===== src/sv/arpc_pkg.sv =====
// Shared types and constants of the ARP address cache.
`timescale 1ns / 1ps

package arpc_pkg;

  localparam int IP_W            = 32;
  localparam int MAC_W           = 48;
  localparam int SLOT_W          = 4;
  localparam int DEF_ENTRY_COUNT = 16;

  // Stream payload widths, rounded up to whole bytes.
  localparam int IN_DATA_W  = ((IP_W + MAC_W + 7) / 8) * 8;
  localparam int OUT_DATA_W = ((1 + MAC_W + SLOT_W + 1 + 7) / 8) * 8;

  typedef enum logic {
    OP_LOOKUP = 1'b0,
    OP_LEARN  = 1'b1
  } op_t;

  typedef struct packed {
    logic [IP_W-1:0]  ip;
    logic [MAC_W-1:0] mac;
  } entry_t;

endpackage


===== src/sv/arp_address_cache_core.sv =====
// Top level of the ARP address cache: stream ports, table and sequencer.
`timescale 1ns / 1ps

// The cache holds ENTRY_COUNT IPv4-to-MAC bindings and serves one request at a time.
// Each request scans the whole table through the single read port of the binding
// memory, one entry per cycle: the request is taken, every entry is read and compared
// once its registered read data returns, and the request then finishes by writing back
// and posting the result, waiting first if an earlier result has not yet been taken.
// The result sits in an output register, so a new request can start while the last
// result waits to be taken. After reset every entry is empty; no clearing pass runs.
// Lookups report the lowest matching valid entry. Learns refresh a matching entry,
// else fill the lowest empty one, else overwrite entry 0 and flag the eviction.

module arp_address_cache_core #(
  parameter int ENTRY_COUNT = arpc_pkg::DEF_ENTRY_COUNT
) (
  input  logic                            clk,
  input  logic                            rst_n,
  input  logic                            in_tvalid,
  output logic                            in_tready,
  input  logic [arpc_pkg::IN_DATA_W-1:0]  in_tdata,   // ip_addr[31:0], mac_addr[79:32]
  input  logic [0:0]                      in_tuser,   // opcode[0]
  output logic                            out_tvalid,
  input  logic                            out_tready,
  output logic [arpc_pkg::OUT_DATA_W-1:0] out_tdata   // hit[0], mac_out[48:1],
                                                      // slot[52:49], evicted[53], zero[55:54]
);
  import arpc_pkg::*;

  localparam int IDX_W = (ENTRY_COUNT > 1) ? $clog2(ENTRY_COUNT) : 1;

  logic              rd_en;
  logic [IDX_W-1:0]  rd_addr;
  logic              rd_valid;
  entry_t            rd_entry;
  logic              wr_en;
  logic [IDX_W-1:0]  wr_addr;
  entry_t            wr_entry;
  op_t               req_op;
  logic              res_hit;
  logic [MAC_W-1:0]  res_mac;
  logic [SLOT_W-1:0] res_slot;
  logic              res_evicted;

  assign req_op = op_t'(in_tuser[0]);

  arpc_table #(
    .ENTRY_COUNT (ENTRY_COUNT),
    .IDX_W       (IDX_W)
  ) u_table (
    .clk      (clk),
    .rst_n    (rst_n),
    .rd_en    (rd_en),
    .rd_addr  (rd_addr),
    .rd_valid (rd_valid),
    .rd_entry (rd_entry),
    .wr_en    (wr_en),
    .wr_addr  (wr_addr),
    .wr_entry (wr_entry)
  );

  arpc_ctrl #(
    .ENTRY_COUNT (ENTRY_COUNT),
    .IDX_W       (IDX_W)
  ) u_ctrl (
    .clk         (clk),
    .rst_n       (rst_n),
    .req_valid   (in_tvalid),
    .req_ready   (in_tready),
    .req_op      (req_op),
    .req_ip      (in_tdata[IP_W-1:0]),
    .req_mac     (in_tdata[IP_W+MAC_W-1:IP_W]),
    .res_valid   (out_tvalid),
    .res_ready   (out_tready),
    .res_hit     (res_hit),
    .res_mac     (res_mac),
    .res_slot    (res_slot),
    .res_evicted (res_evicted),
    .rd_en       (rd_en),
    .rd_addr     (rd_addr),
    .rd_valid    (rd_valid),
    .rd_entry    (rd_entry),
    .wr_en       (wr_en),
    .wr_addr     (wr_addr),
    .wr_entry    (wr_entry)
  );

  assign out_tdata = {{(OUT_DATA_W - MAC_W - SLOT_W - 2){1'b0}},
                      res_evicted, res_slot, res_mac, res_hit};

endmodule


===== src/sv/arpc_table.sv =====
// Binding store: valid flags in flip-flops, IP and MAC in a synchronous memory.
`timescale 1ns / 1ps

module arpc_table #(
  parameter int ENTRY_COUNT = arpc_pkg::DEF_ENTRY_COUNT,
  parameter int IDX_W       = (ENTRY_COUNT > 1) ? $clog2(ENTRY_COUNT) : 1
) (
  input  logic                clk,
  input  logic                rst_n,
  input  logic                rd_en,
  input  logic [IDX_W-1:0]    rd_addr,
  output logic                rd_valid,
  output arpc_pkg::entry_t    rd_entry,
  input  logic                wr_en,
  input  logic [IDX_W-1:0]    wr_addr,
  input  arpc_pkg::entry_t    wr_entry
);
  import arpc_pkg::*;

  entry_t                 mem [ENTRY_COUNT];
  logic [ENTRY_COUNT-1:0] valid_r;
  logic                   rd_valid_r;
  entry_t                 rd_entry_r;

  // The memory contents need no clearing: an entry is only used once its flag is set.
  always_ff @(posedge clk) begin
    if (wr_en) begin
      mem[wr_addr] <= wr_entry;
    end
    if (rd_en) begin
      rd_entry_r <= mem[rd_addr];
    end
  end

  always_ff @(posedge clk) begin
    if (!rst_n) begin
      valid_r    <= '0;
      rd_valid_r <= 1'b0;
    end else begin
      if (wr_en) begin
        valid_r[wr_addr] <= 1'b1;
      end
      if (rd_en) begin
        rd_valid_r <= valid_r[rd_addr];
      end
    end
  end

  assign rd_valid = rd_valid_r;
  assign rd_entry = rd_entry_r;

`ifndef SYNTH
  // The scan and the write-back never share a cycle.
  a_no_rd_wr_overlap: assert property (@(posedge clk) disable iff (!rst_n)
    !(rd_en && wr_en))
    else $error("table read and write in the same cycle");

  a_written_is_valid: assert property (@(posedge clk) disable iff (!rst_n)
    wr_en |=> valid_r[$past(wr_addr)])
    else $error("written entry not marked valid");
`endif

endmodule


===== src/sv/arpc_ctrl.sv =====
// Request sequencer: scans the table, picks the slot, writes back and holds the result.
`timescale 1ns / 1ps

module arpc_ctrl #(
  parameter int ENTRY_COUNT = arpc_pkg::DEF_ENTRY_COUNT,
  parameter int IDX_W       = (ENTRY_COUNT > 1) ? $clog2(ENTRY_COUNT) : 1
) (
  input  logic                        clk,
  input  logic                        rst_n,
  input  logic                        req_valid,
  output logic                        req_ready,
  input  arpc_pkg::op_t               req_op,
  input  logic [arpc_pkg::IP_W-1:0]   req_ip,
  input  logic [arpc_pkg::MAC_W-1:0]  req_mac,
  output logic                        res_valid,
  input  logic                        res_ready,
  output logic                        res_hit,
  output logic [arpc_pkg::MAC_W-1:0]  res_mac,
  output logic [arpc_pkg::SLOT_W-1:0] res_slot,
  output logic                        res_evicted,
  output logic                        rd_en,
  output logic [IDX_W-1:0]            rd_addr,
  input  logic                        rd_valid,
  input  arpc_pkg::entry_t            rd_entry,
  output logic                        wr_en,
  output logic [IDX_W-1:0]            wr_addr,
  output arpc_pkg::entry_t            wr_entry
);
  import arpc_pkg::*;

  localparam int CNT_W = $clog2(ENTRY_COUNT + 1);

  typedef enum logic [2:0] {
    ST_IDLE   = 3'b001,
    ST_SCAN   = 3'b010,
    ST_FINISH = 3'b100
  } state_t;

  state_t            state_r, state_nxt;
  op_t               op_r;
  logic [IP_W-1:0]   ip_r;
  logic [MAC_W-1:0]  mac_r;
  logic [CNT_W-1:0]  scan_cnt_r;
  logic              cmp_vld_r;
  logic [IDX_W-1:0]  cmp_idx_r;
  logic              match_found_r;
  logic [IDX_W-1:0]  match_idx_r;
  logic [MAC_W-1:0]  match_mac_r;
  logic              empty_found_r;
  logic [IDX_W-1:0]  empty_idx_r;
  logic              out_valid_r;
  logic              out_hit_r;
  logic [MAC_W-1:0]  out_mac_r;
  logic [SLOT_W-1:0] out_slot_r;
  logic              out_evicted_r;

  logic              accept;
  logic              issuing;
  logic              scan_done;
  logic              hit_now;
  logic              empty_now;
  logic              finish_fire;
  logic              full;
  logic [IDX_W-1:0]  target_idx;
  logic [IDX_W-1:0]  res_idx;
  logic [IDX_W+SLOT_W-1:0] res_idx_ext;

  assign accept      = req_valid && req_ready;
  assign req_ready   = (state_r == ST_IDLE);
  assign issuing     = (state_r == ST_SCAN) && (scan_cnt_r < CNT_W'(ENTRY_COUNT));
  assign scan_done   = (state_r == ST_SCAN) && (scan_cnt_r == CNT_W'(ENTRY_COUNT));
  assign hit_now     = cmp_vld_r && rd_valid && (rd_entry.ip == ip_r);
  assign empty_now   = cmp_vld_r && !rd_valid;
  assign finish_fire = (state_r == ST_FINISH) && (!out_valid_r || res_ready);

  assign rd_en   = issuing;
  assign rd_addr = scan_cnt_r[IDX_W-1:0];

  // Learn target: matching entry, else lowest empty entry, else entry 0.
  assign full       = !match_found_r && !empty_found_r;
  assign target_idx = match_found_r ? match_idx_r :
                      (empty_found_r ? empty_idx_r : '0);

  assign wr_en        = finish_fire && (op_r == OP_LEARN);
  assign wr_addr      = target_idx;
  assign wr_entry.ip  = ip_r;
  assign wr_entry.mac = mac_r;

  assign res_idx     = (op_r == OP_LEARN) ? target_idx :
                       (match_found_r ? match_idx_r : '0);
  assign res_idx_ext = {{SLOT_W{1'b0}}, res_idx};

  always_comb begin
    state_nxt = state_r;
    unique case (state_r)
      ST_IDLE: begin
        if (accept) begin
          state_nxt = ST_SCAN;
        end
      end
      ST_SCAN: begin
        if (scan_done) begin
          state_nxt = ST_FINISH;
        end
      end
      ST_FINISH: begin
        if (finish_fire) begin
          state_nxt = ST_IDLE;
        end
      end
      default: state_nxt = ST_IDLE;
    endcase
  end

  always_ff @(posedge clk) begin
    if (!rst_n) begin
      state_r       <= ST_IDLE;
      scan_cnt_r    <= '0;
      cmp_vld_r     <= 1'b0;
      match_found_r <= 1'b0;
      empty_found_r <= 1'b0;
      out_valid_r   <= 1'b0;
    end else begin
      state_r   <= state_nxt;
      cmp_vld_r <= issuing;
      if (accept) begin
        scan_cnt_r    <= '0;
        match_found_r <= 1'b0;
        empty_found_r <= 1'b0;
      end else begin
        if (issuing) begin
          scan_cnt_r <= scan_cnt_r + 1'b1;
        end
        if (hit_now) begin
          match_found_r <= 1'b1;
        end
        if (empty_now) begin
          empty_found_r <= 1'b1;
        end
      end
      if (finish_fire) begin
        out_valid_r <= 1'b1;
      end else if (res_ready) begin
        out_valid_r <= 1'b0;
      end
    end
  end

  // Payload registers.
  always_ff @(posedge clk) begin
    if (accept) begin
      op_r  <= req_op;
      ip_r  <= req_ip;
      mac_r <= req_mac;
    end
    if (issuing) begin
      cmp_idx_r <= scan_cnt_r[IDX_W-1:0];
    end
    // Only the first match and the first empty entry are kept.
    if (hit_now && !match_found_r) begin
      match_idx_r <= cmp_idx_r;
      match_mac_r <= rd_entry.mac;
    end
    if (empty_now && !empty_found_r) begin
      empty_idx_r <= cmp_idx_r;
    end
    if (finish_fire) begin
      out_hit_r     <= match_found_r;
      out_mac_r     <= ((op_r == OP_LOOKUP) && match_found_r) ? match_mac_r : '0;
      out_slot_r    <= res_idx_ext[SLOT_W-1:0];
      out_evicted_r <= (op_r == OP_LEARN) && full;
    end
  end

  assign res_valid   = out_valid_r;
  assign res_hit     = out_hit_r;
  assign res_mac     = out_mac_r;
  assign res_slot    = out_slot_r;
  assign res_evicted = out_evicted_r;

`ifndef SYNTH
  a_evict_shape: assert property (@(posedge clk) disable iff (!rst_n)
    (out_valid_r && out_evicted_r) |-> (!out_hit_r && (out_slot_r == '0)))
    else $error("eviction reported with a hit or a nonzero slot");

  a_mac_needs_hit: assert property (@(posedge clk) disable iff (!rst_n)
    (out_valid_r && (out_mac_r != '0)) |-> (out_hit_r && !out_evicted_r))
    else $error("MAC reported without a lookup hit");

  a_finish_delivers: assert property (@(posedge clk) disable iff (!rst_n)
    finish_fire |=> (out_valid_r && (state_r == ST_IDLE)))
    else $error("finished request did not produce a result");

  a_scan_bounded: assert property (@(posedge clk) disable iff (!rst_n)
    (state_r == ST_SCAN) |-> (scan_cnt_r <= CNT_W'(ENTRY_COUNT)))
    else $error("scan counter ran past the table");
`endif

endmodule

===== config.mk =====
export PLATFORM = sky130hd
export DESIGN_NAME = arp_address_cache_core
export DESIGN_NICKNAME = d
export VERILOG_FILES = /design/src/sv/arpc_pkg.sv /design/src/sv/arp_address_cache_core.sv /design/src/sv/arpc_table.sv /design/src/sv/arpc_ctrl.sv
export SDC_FILE = /design/constraint.sdc
export NUM_CORES = 1
export LEC_CHECK = 0
export BUFFER_PORTS_ARGS = -buffer_cell sky130_fd_sc_hd__buf_2
export CAP_MARGIN = 30
export CELL_PAD_IN_SITES_DETAIL_PLACEMENT = 2
export CELL_PAD_IN_SITES_GLOBAL_PLACEMENT = 2
export CORE_UTILIZATION = 55
export CTS_CLUSTER_DIAMETER = 30
export DETAILED_ROUTE_END_ITERATION = 6
export PLACE_DENSITY = 0.95
export SYNTH_ARGS = -nofsm -noshare
export SYNTH_HDL_FRONTEND = slang
export SYNTH_SLANG_ARGS = --single-unit

===== constraint.sdc =====
create_clock -name clk -period 10.7 [get_ports clk]
set_clock_uncertainty 0.2 [all_clocks]
set_input_delay 0.535 -clock clk [delete_from_list [all_inputs] [get_ports clk]]
set_output_delay 0.535 -clock clk [all_outputs]
set_load 0.005 [all_outputs]

==> impl_metrics.env, run 1 <==
export IMPL_start_util=0.554
export IMPL_synth_edf_count=1555
export IMPL_error_line="[ERROR DPL-0033] detailed placement checks failed during check placement."
export IMPL_yosys_warnings=0
export IMPL_synth_area_sq_mm=0.0583
export IMPL_stop_stage="detailed placement"
export IMPL_outcome="did not finish"
export IMPL_synth_cells=2297
export IMPL_die_w_um=328
export IMPL_dpl_hpwl_um=119000
export IMPL_die_h_um=328
export IMPL_rows=119
export IMPL_synthDistinctLibCells=41
export IMPL_portBuffers=140
export IMPL_yosys_register_bits=1584
export IMPL_ys_flop_type="edfxtp_1"
export IMPL_io_pins=143
export IMPL_synthArstFlopShare=0
export IMPL_ys_seq_area_frac=0.811
export IMPL_gp_congestion=0.775
export IMPL_synth_area_per_cell_sq_um=25.4
==> cell families after synthesis <==
| family | Yosys count | synth area share |
|---|---|---|
| DFF | 1584 | 0.811 |
| and+or+nand+nor | 124 | 0.0120 |
| AOI/OAI and AO/OA | 36 | 0.00425 |
| other | 1 | 0.0000643 |
| adders and majority gates | 1 | 0.000215 |
| buffers and inverters | 108 | 0.0106 |
| xor gates and xnor gates | 35 | 0.00526 |
| muxes | 408 | 0.157 |
==> metrics by stage <==
stage,cells,instance area (sq um),hold WS [ns],setup slack (ns)
global placement,3765,60700,0.201,6.32
floorplan,2298,58300,0.200,5.37
==> cells in the mapped netlist (all sizes together), types with 3 or more instances <==
master,count,area share
a21oi,4,0.00034
and2,49,0.0053
buf,78,0.0087
clkbuf,27,0.0017
dfxtp,29,0.010
edfxtp,1555,0.80
inv,3,0.00019
mux2i,3,0.00051
mux4,405,0.16
nand2,9,0.00058
nand3,6,0.00051
nand4,4,0.00043
nor2,29,0.0019
nor2b,3,0.00032
nor3b,5,0.00073
nor4,8,0.00086
o21a,17,0.0022
o21ai,6,0.00051
xnor2,5,0.00075
xor2,30,0.0045
==> run 2, diff against run 1 <==
--- a/config.mk
+++ b/config.mk
@@ -7,12 +7,9 @@
 export LEC_CHECK = 0
 export BUFFER_PORTS_ARGS = -buffer_cell sky130_fd_sc_hd__buf_2
 export CAP_MARGIN = 30
-export CELL_PAD_IN_SITES_DETAIL_PLACEMENT = 2
-export CELL_PAD_IN_SITES_GLOBAL_PLACEMENT = 2
-export CORE_UTILIZATION = 55
-export CTS_CLUSTER_DIAMETER = 30
+export CORE_UTILIZATION = 40
 export DETAILED_ROUTE_END_ITERATION = 6
-export PLACE_DENSITY = 0.95
+export PLACE_DENSITY_LB_ADDON = 0.15
 export SYNTH_ARGS = -nofsm -noshare
 export SYNTH_HDL_FRONTEND = slang
 export SYNTH_SLANG_ARGS = --single-unit
==> impl_metrics.env, run 2 <==
export IMPL_outcome="finished clean"
export IMPL_ys_flop_type="edfxtp_1"
export IMPL_routed_wl_um=135000
export IMPL_ant_nets=0
export IMPL_crit_fanout=43
export IMPL_cp_arrival_ns=4.83
export IMPL_clkTransAtPathRegs_ns=0.06
export IMPL_post_synth_top_count_cell="edfxtp_1"
export IMPL_die_area_sq_mm=0.147
export IMPL_wl_per_cell_um=28.9
export IMPL_synth_top_cell_area_share=0.801
export IMPL_worstSetupStartpoint="u_ctrl.state_r[2]$_SDFFE_PN0P_"
export IMPL_critical_path_top_delay_family="simple AND/OR/NAND/NOR gates"
export IMPL_htree_levels=4
export IMPL_grt_ovfl_total=0
export IMPL_timing_hold_violations_final=0
export IMPL_largest_reg_flops=1280
export IMPL_fmax_mhz=216
export IMPL_crit_slowest_cell="nor2_4"
export IMPL_timing_rr_start="u_ctrl.state_r[2]$_SDFFE_PN0P_"
export IMPL_grt_util_all_layers=0.187
export IMPL_gp_congestion=0.736
export IMPL_required_ns=10.89
export IMPL_synth_area_sq_mm=0.0583
export IMPL_endpoint_kind="flip-flop"
export IMPL_first_pass_iters=5
export IMPL_drt_iter0_drc=2081
export IMPL_yosys_warnings=0
export IMPL_drcViolationCount=0
export IMPL_start_kind="flip-flop"
export IMPL_rsz0062_at_grt="false"
export IMPL_cts_max_path_buffers=3
export IMPL_syn_to_final_growth_pct=16.0
export IMPL_maxCapViolations=0
export IMPL_root_buffer="clkbuf_16"
export IMPL_place_inst=4293
export IMPL_portBuffers=140
export IMPL_die_h_um=384
export IMPL_yosys_area_top_type="edfxtp_1"
export IMPL_synthArstFlopShare=0
export IMPL_yosys_top_cells_count="edfxtp_1, mux4_2, and2_1"
export IMPL_grt_max_degree=180
export IMPL_worst_path_largest_cell_delay_ns=0.82
export IMPL_synth_area_per_cell_sq_um=25.4
export IMPL_grt_pass1_vias=26968
export IMPL_hold_class="primary input to flip-flop"
export IMPL_final_cell_mix="edfxtp_1, mux4_2, clkbuf_16"
export IMPL_yosys_top_cells_area="edfxtp_1, mux4_2, dfxtp_1"
export IMPL_period_share=0.434
export IMPL_setup_viol=0
export IMPL_ys_seq_area_frac=0.811
export IMPL_layout_commonest_cell="edfxtp_1"
export IMPL_yosys_register_bits=1584
export IMPL_insertion_delay_ns=0.80
export IMPL_holdWs_ns=0.105
export IMPL_grt_antenna_before_repair=4
export IMPL_synth_edf_count=1555
export IMPL_criticalPathCategory="flip-flop to flip-flop"
export IMPL_core_sq_mm=0.144
export IMPL_ir_worst_vdd_mv=0.123
export IMPL_cp_cell_sequence="or3b_1 > nor3b_2 > nand3_1 > nor2_4 > buf_4 > buf_4"
export IMPL_tightestPinTransition_ns=1.23
export IMPL_cts_tree="built"
export IMPL_synth_cells=2297
export IMPL_maxSlewHeadroom=0.180
export IMPL_min_period_ns=4.64
export IMPL_via_per_inst=5.38
export IMPL_path_common_cell="buf_4"
export IMPL_slew_violations=0
export IMPL_clkSinkCount=1584
export IMPL_cts_made_buffers=166
export IMPL_nNetsFinal=2730
export IMPL_cp_num_buf_inv=2
export IMPL_setup_tns_ns=0
export IMPL_rows=139
export IMPL_vias=25211
export IMPL_drive_gt1_frac=0.310
export IMPL_die_w_um=384
export IMPL_min_from="out_tready"
export IMPL_dpl_hpwl_um=66900
export IMPL_p_leak_nw=20.4
export IMPL_grt_pass1_wl_um=195000
export IMPL_pwr_density_cell_mw_per_mm2=187
export IMPL_final_cells=4685
export IMPL_io_pins=143
export IMPL_synthDistinctLibCells=41
export IMPL_start_util=0.404
export IMPL_largest_register="u_table.mem"
[run 2: cell counts after synthesis]
Identical to the previous run, type by type.
[run 2: cells by family (layout without fill, tap and decap cells)]
kind of cell / count (synthesis) / count (layout) / synth area share
DFF: 1584 / 1584 / 0.811
buffers and inverters: 108 / 590 / 0.0106
adders and majority gates: 1 / 1 / 0.000215
AOI/OAI and AO/OA: 36 / 36 / 0.00425
other: 1 / 4 / 0.0000643
xor gates and xnor gates: 35 / 35 / 0.00526
muxes: 408 / 408 / 0.157
and+or+nand+nor: 124 / 124 / 0.0120
[run 2: path summary, 6_finish.rpt]
kind / end / slack, ns / depth (start not counted)
worst min register to register: u_ctrl.match_mac_r[5]$_DFFE_PP_ / 0.22 / 0
worst max register to register: u_table.mem[12][64]$_DFFE_PP_ / 6.06 / 6
worst max-delay path: u_table.mem[12][64]$_DFFE_PP_ / 6.06 / 6
worst min-delay path: u_ctrl.state_r[0]$_SDFFE_PN1P_ / 0.10 / 4
[run 2: metal layers]
metal | routed length [um] | vias to the layer above | track usage | part of all wire
li1 | - | 10564 | - | -
met1 | 60600 | 13852 | 0.266 | 0.45
met2 | 66000 | 636 | 0.300 | 0.49
met3 | 6330 | 159 | 0.0324 | 0.047
met4 | 2290 | 0 | 0.0463 | 0.017
met5 | 0 | - | 0 | 0
[run 2: area by class of cell]
cell class,instances,area (sq um)
clock inverter,89,807
sequential,1584,47300
clock buffer,215,4450
antenna,2,5.00
multi-input combinational,606,10600
tap,1903,2380
inverter,3,11.3
fill,11660,76500
timing repair buffer,283,2150
[run 2: power by group]
group	leakage (nW)	internal, W	switching (W)	total, W
sequential	14.2	0.00686	0.0000978	0.00696
clock	2.55	0.00323	0.00234	0.00556
combinational	3.71	0.0000738	0.0000762	0.000150
[run 2: stage by stage]
step | area [sq um] | power (W) | utilization | worst slack [ns]
after global routing | 67700 | 0.0131 | 0.469 | 5.81
after floorplan | 58300 | 0.00712 | - | 5.37
after global placement | 61400 | 0.00721 | 0.426 | 6.09
final | 67700 | 0.0127 | 0.469 | 6.06
after detailed placement | 61500 | 0.00722 | 0.427 | 6.01
after CTS | 67600 | 0.0128 | 0.469 | 5.96
[run 2: worst min-delay path: cells and delay by family]
| family | cells | cell delay [ns] |
|---|---|---|
| buf+inv | 1 | 0.16 |
| simple gates | 2 | 0.26 |
| compound gates | 1 | 0.10 |
[run 2: what timing repair did]
action	in CTS	in global routing
hold endpoints to repair	93	0
setup buffers	0	0
hold buffers	82	0
resized for setup	0	0
(Power assumes the default switching activity.)
==> run 3, diff against run 2 <==
==> constraint.sdc (replaced) <==
create_clock -name clk -period 3.9 [get_ports clk]
set_clock_uncertainty 0.2 [all_clocks]
set_input_delay 0.195 -clock clk [delete_from_list [all_inputs] [get_ports clk]]
set_output_delay 0.195 -clock clk [all_outputs]
set_load 0.005 [all_outputs]
==> impl_metrics.env, run 3 (synthesis results as in run 2) <==
export IMPL_cp_cell_sequence="xor2_1 > nor4_1 > nand4_1 > or4_1 > nor2_4 > buf_12"
export IMPL_min_from="in_tdata[15]"
export IMPL_io_pins=143
export IMPL_hold_path_depth=2
export IMPL_period_share=0.917
export IMPL_start_kind="flip-flop"
export IMPL_clkSinkCount=1584
export IMPL_drive_gt1_frac=0.305
export IMPL_clkTransAtPathRegs_ns=0.06
export IMPL_largest_reg_flops=1280
export IMPL_final_cell_mix="edfxtp_1, mux4_2, clkbuf_16"
export IMPL_first_pass_iters=5
export IMPL_grt_pass1_wl_um=193000
export IMPL_required_ns=4.15
export IMPL_htree_levels=4
export IMPL_grt_pass1_vias=27220
export IMPL_ir_worst_vdd_mv=0.347
export IMPL_rows=139
export IMPL_worst_path_largest_cell_delay_ns=0.72
export IMPL_criticalPathCategory="flip-flop to flip-flop"
export IMPL_pwr_density_cell_mw_per_mm2=504
export IMPL_worstHoldEndpoint="u_ctrl.ip_r[15]$_DFFE_PP_"
export IMPL_syn_to_final_growth_pct=18.2
export IMPL_root_buffer="clkbuf_16"
export IMPL_rr_endpoint="u_ctrl.match_mac_r[12]$_DFFE_PP_"
export IMPL_via_per_inst=5.34
export IMPL_slew_violations=0
export IMPL_dpl_hpwl_um=64200
export IMPL_drcViolationCount=0
export IMPL_insertion_delay_ns=0.78
export IMPL_outcome="finished clean"
export IMPL_ff2ff_path_depth=6
export IMPL_worst_slack_ns=0.324
export IMPL_place_area_sq_mm=0.0621
export IMPL_gp_congestion=0.709
export IMPL_setup_tns_ns=0
export IMPL_antenna_cells=0
export IMPL_fin_util=0.478
export IMPL_cts_hold_buf=164
export IMPL_start_util=0.404
export IMPL_drt_iter0_drc=2211
export IMPL_core_sq_mm=0.144
export IMPL_cp_depth=6
export IMPL_rsz0062_at_grt="false"
export IMPL_cts_max_path_buffers=3
export IMPL_crit_fanout=27
export IMPL_die_area_sq_mm=0.147
export IMPL_grt_ovfl_total=0
export IMPL_cp_num_buf_inv=1
export IMPL_ant_nets=0
export IMPL_grt_max_degree=89
export IMPL_largest_register="u_table.mem"
export IMPL_post_cts_resized=0
export IMPL_cp_arrival_ns=3.83
export IMPL_p_leak_nw=21.2
export IMPL_portBuffers=140
export IMPL_endpoint_kind="flip-flop"
export IMPL_wl_per_cell_um=28.0
export IMPL_timing_hold_violations_final=0
export IMPL_nNetsFinal=2821
export IMPL_die_w_um=384
export IMPL_die_h_um=384
export IMPL_cts_made_buffers=163
export IMPL_tightestPinTransition_ns=0.784
export IMPL_critical_path_top_delay_family="simple AND/OR/NAND/NOR gates"
export IMPL_design_area_sq_mm=0.0690
export IMPL_layout_commonest_cell="edfxtp_1"
export IMPL_setup_viol=0
export IMPL_maxCapViolations=0
export IMPL_maxSlewHeadroom=0.473
export IMPL_vias=25498
export IMPL_cts_setup_buffers=0
export IMPL_min_period_ns=3.58
export IMPL_grt_util_all_layers=0.185
export IMPL_routed_wl_um=134000
export IMPL_crit_slowest_cell="nor4_1"
export IMPL_cts_tree="built"
export IMPL_grt_antenna_before_repair=5
export IMPL_timing_rr_start="u_ctrl.ip_r[31]$_DFFE_PP_"
export IMPL_hold_class="primary input to flip-flop"
export IMPL_fmax_mhz=280
export IMPL_rrSetupSlack_ns=0.32
export IMPL_place_ws_ns=0.375
## run 3: per-layer routing
| metal | global-route usage | vias to the layer above | part of all wire |
|---|---|---|---|
| met2 | 0.305 | 634 | 0.50 |
| li1 | - | 10738 | - |
| met4 | 0.0576 | 6 | 0.022 |
| met3 | 0.0257 | 180 | 0.041 |
| met5 | 0 | - | 0.00027 |
| met1 | 0.255 | 13940 | 0.44 |
## run 3: worst max-delay path by stage
| stage | startpoint | endpoint | slack [ns] |
|---|---|---|---|
| after floorplan | u_ctrl.state_r[2]$_SDFFE_PN0P_ | u_table.mem[0][0]$_DFFE_PP_ | -0.14 |
| after global placement | u_ctrl.ip_r[31]$_DFFE_PP_ | u_ctrl.match_mac_r[11]$_DFFE_PP_ | 0.43 |
| after detailed placement | u_ctrl.ip_r[31]$_DFFE_PP_ | u_ctrl.match_mac_r[10]$_DFFE_PP_ | 0.37 |
| after CTS | u_ctrl.ip_r[31]$_DFFE_PP_ | u_ctrl.match_mac_r[9]$_DFFE_PP_ | 0.36 |
| after global routing | u_ctrl.ip_r[31]$_DFFE_PP_ | u_ctrl.match_mac_r[9]$_DFFE_PP_ | 0.23 |
| final | u_ctrl.ip_r[31]$_DFFE_PP_ | u_ctrl.match_mac_r[12]$_DFFE_PP_ | 0.32 |
## run 3: area by class of cell
type | count | area, sq um
fillers | 11653 | 75200
flip-flops and latches | 1584 | 47300
multi-input cells | 606 | 10600
clock buffers | 212 | 4410
repair buffers | 377 | 3450
well taps | 1903 | 2380
clock inverters | 87 | 835
inverters | 3 | 11.3
## run 3: power breakdown
group / internal (W) / switching, W
logic: 0.000253 / 0.000213
clock network: 0.00890 / 0.00634
registers: 0.0188 / 0.000248
## run 3: stage by stage
stage,total power (W),std cells,hold slack [ns]
2_1_floorplan,0.0195,2298,0.0939
3_3_place_gp,0.0197,4307,0.171
3_5_place_dp,0.0198,4307,0.173
4_1_cts,0.0352,4770,0.00635
5_1_grt,0.0358,4772,0.0356
6_report,0.0348,4772,0.0433
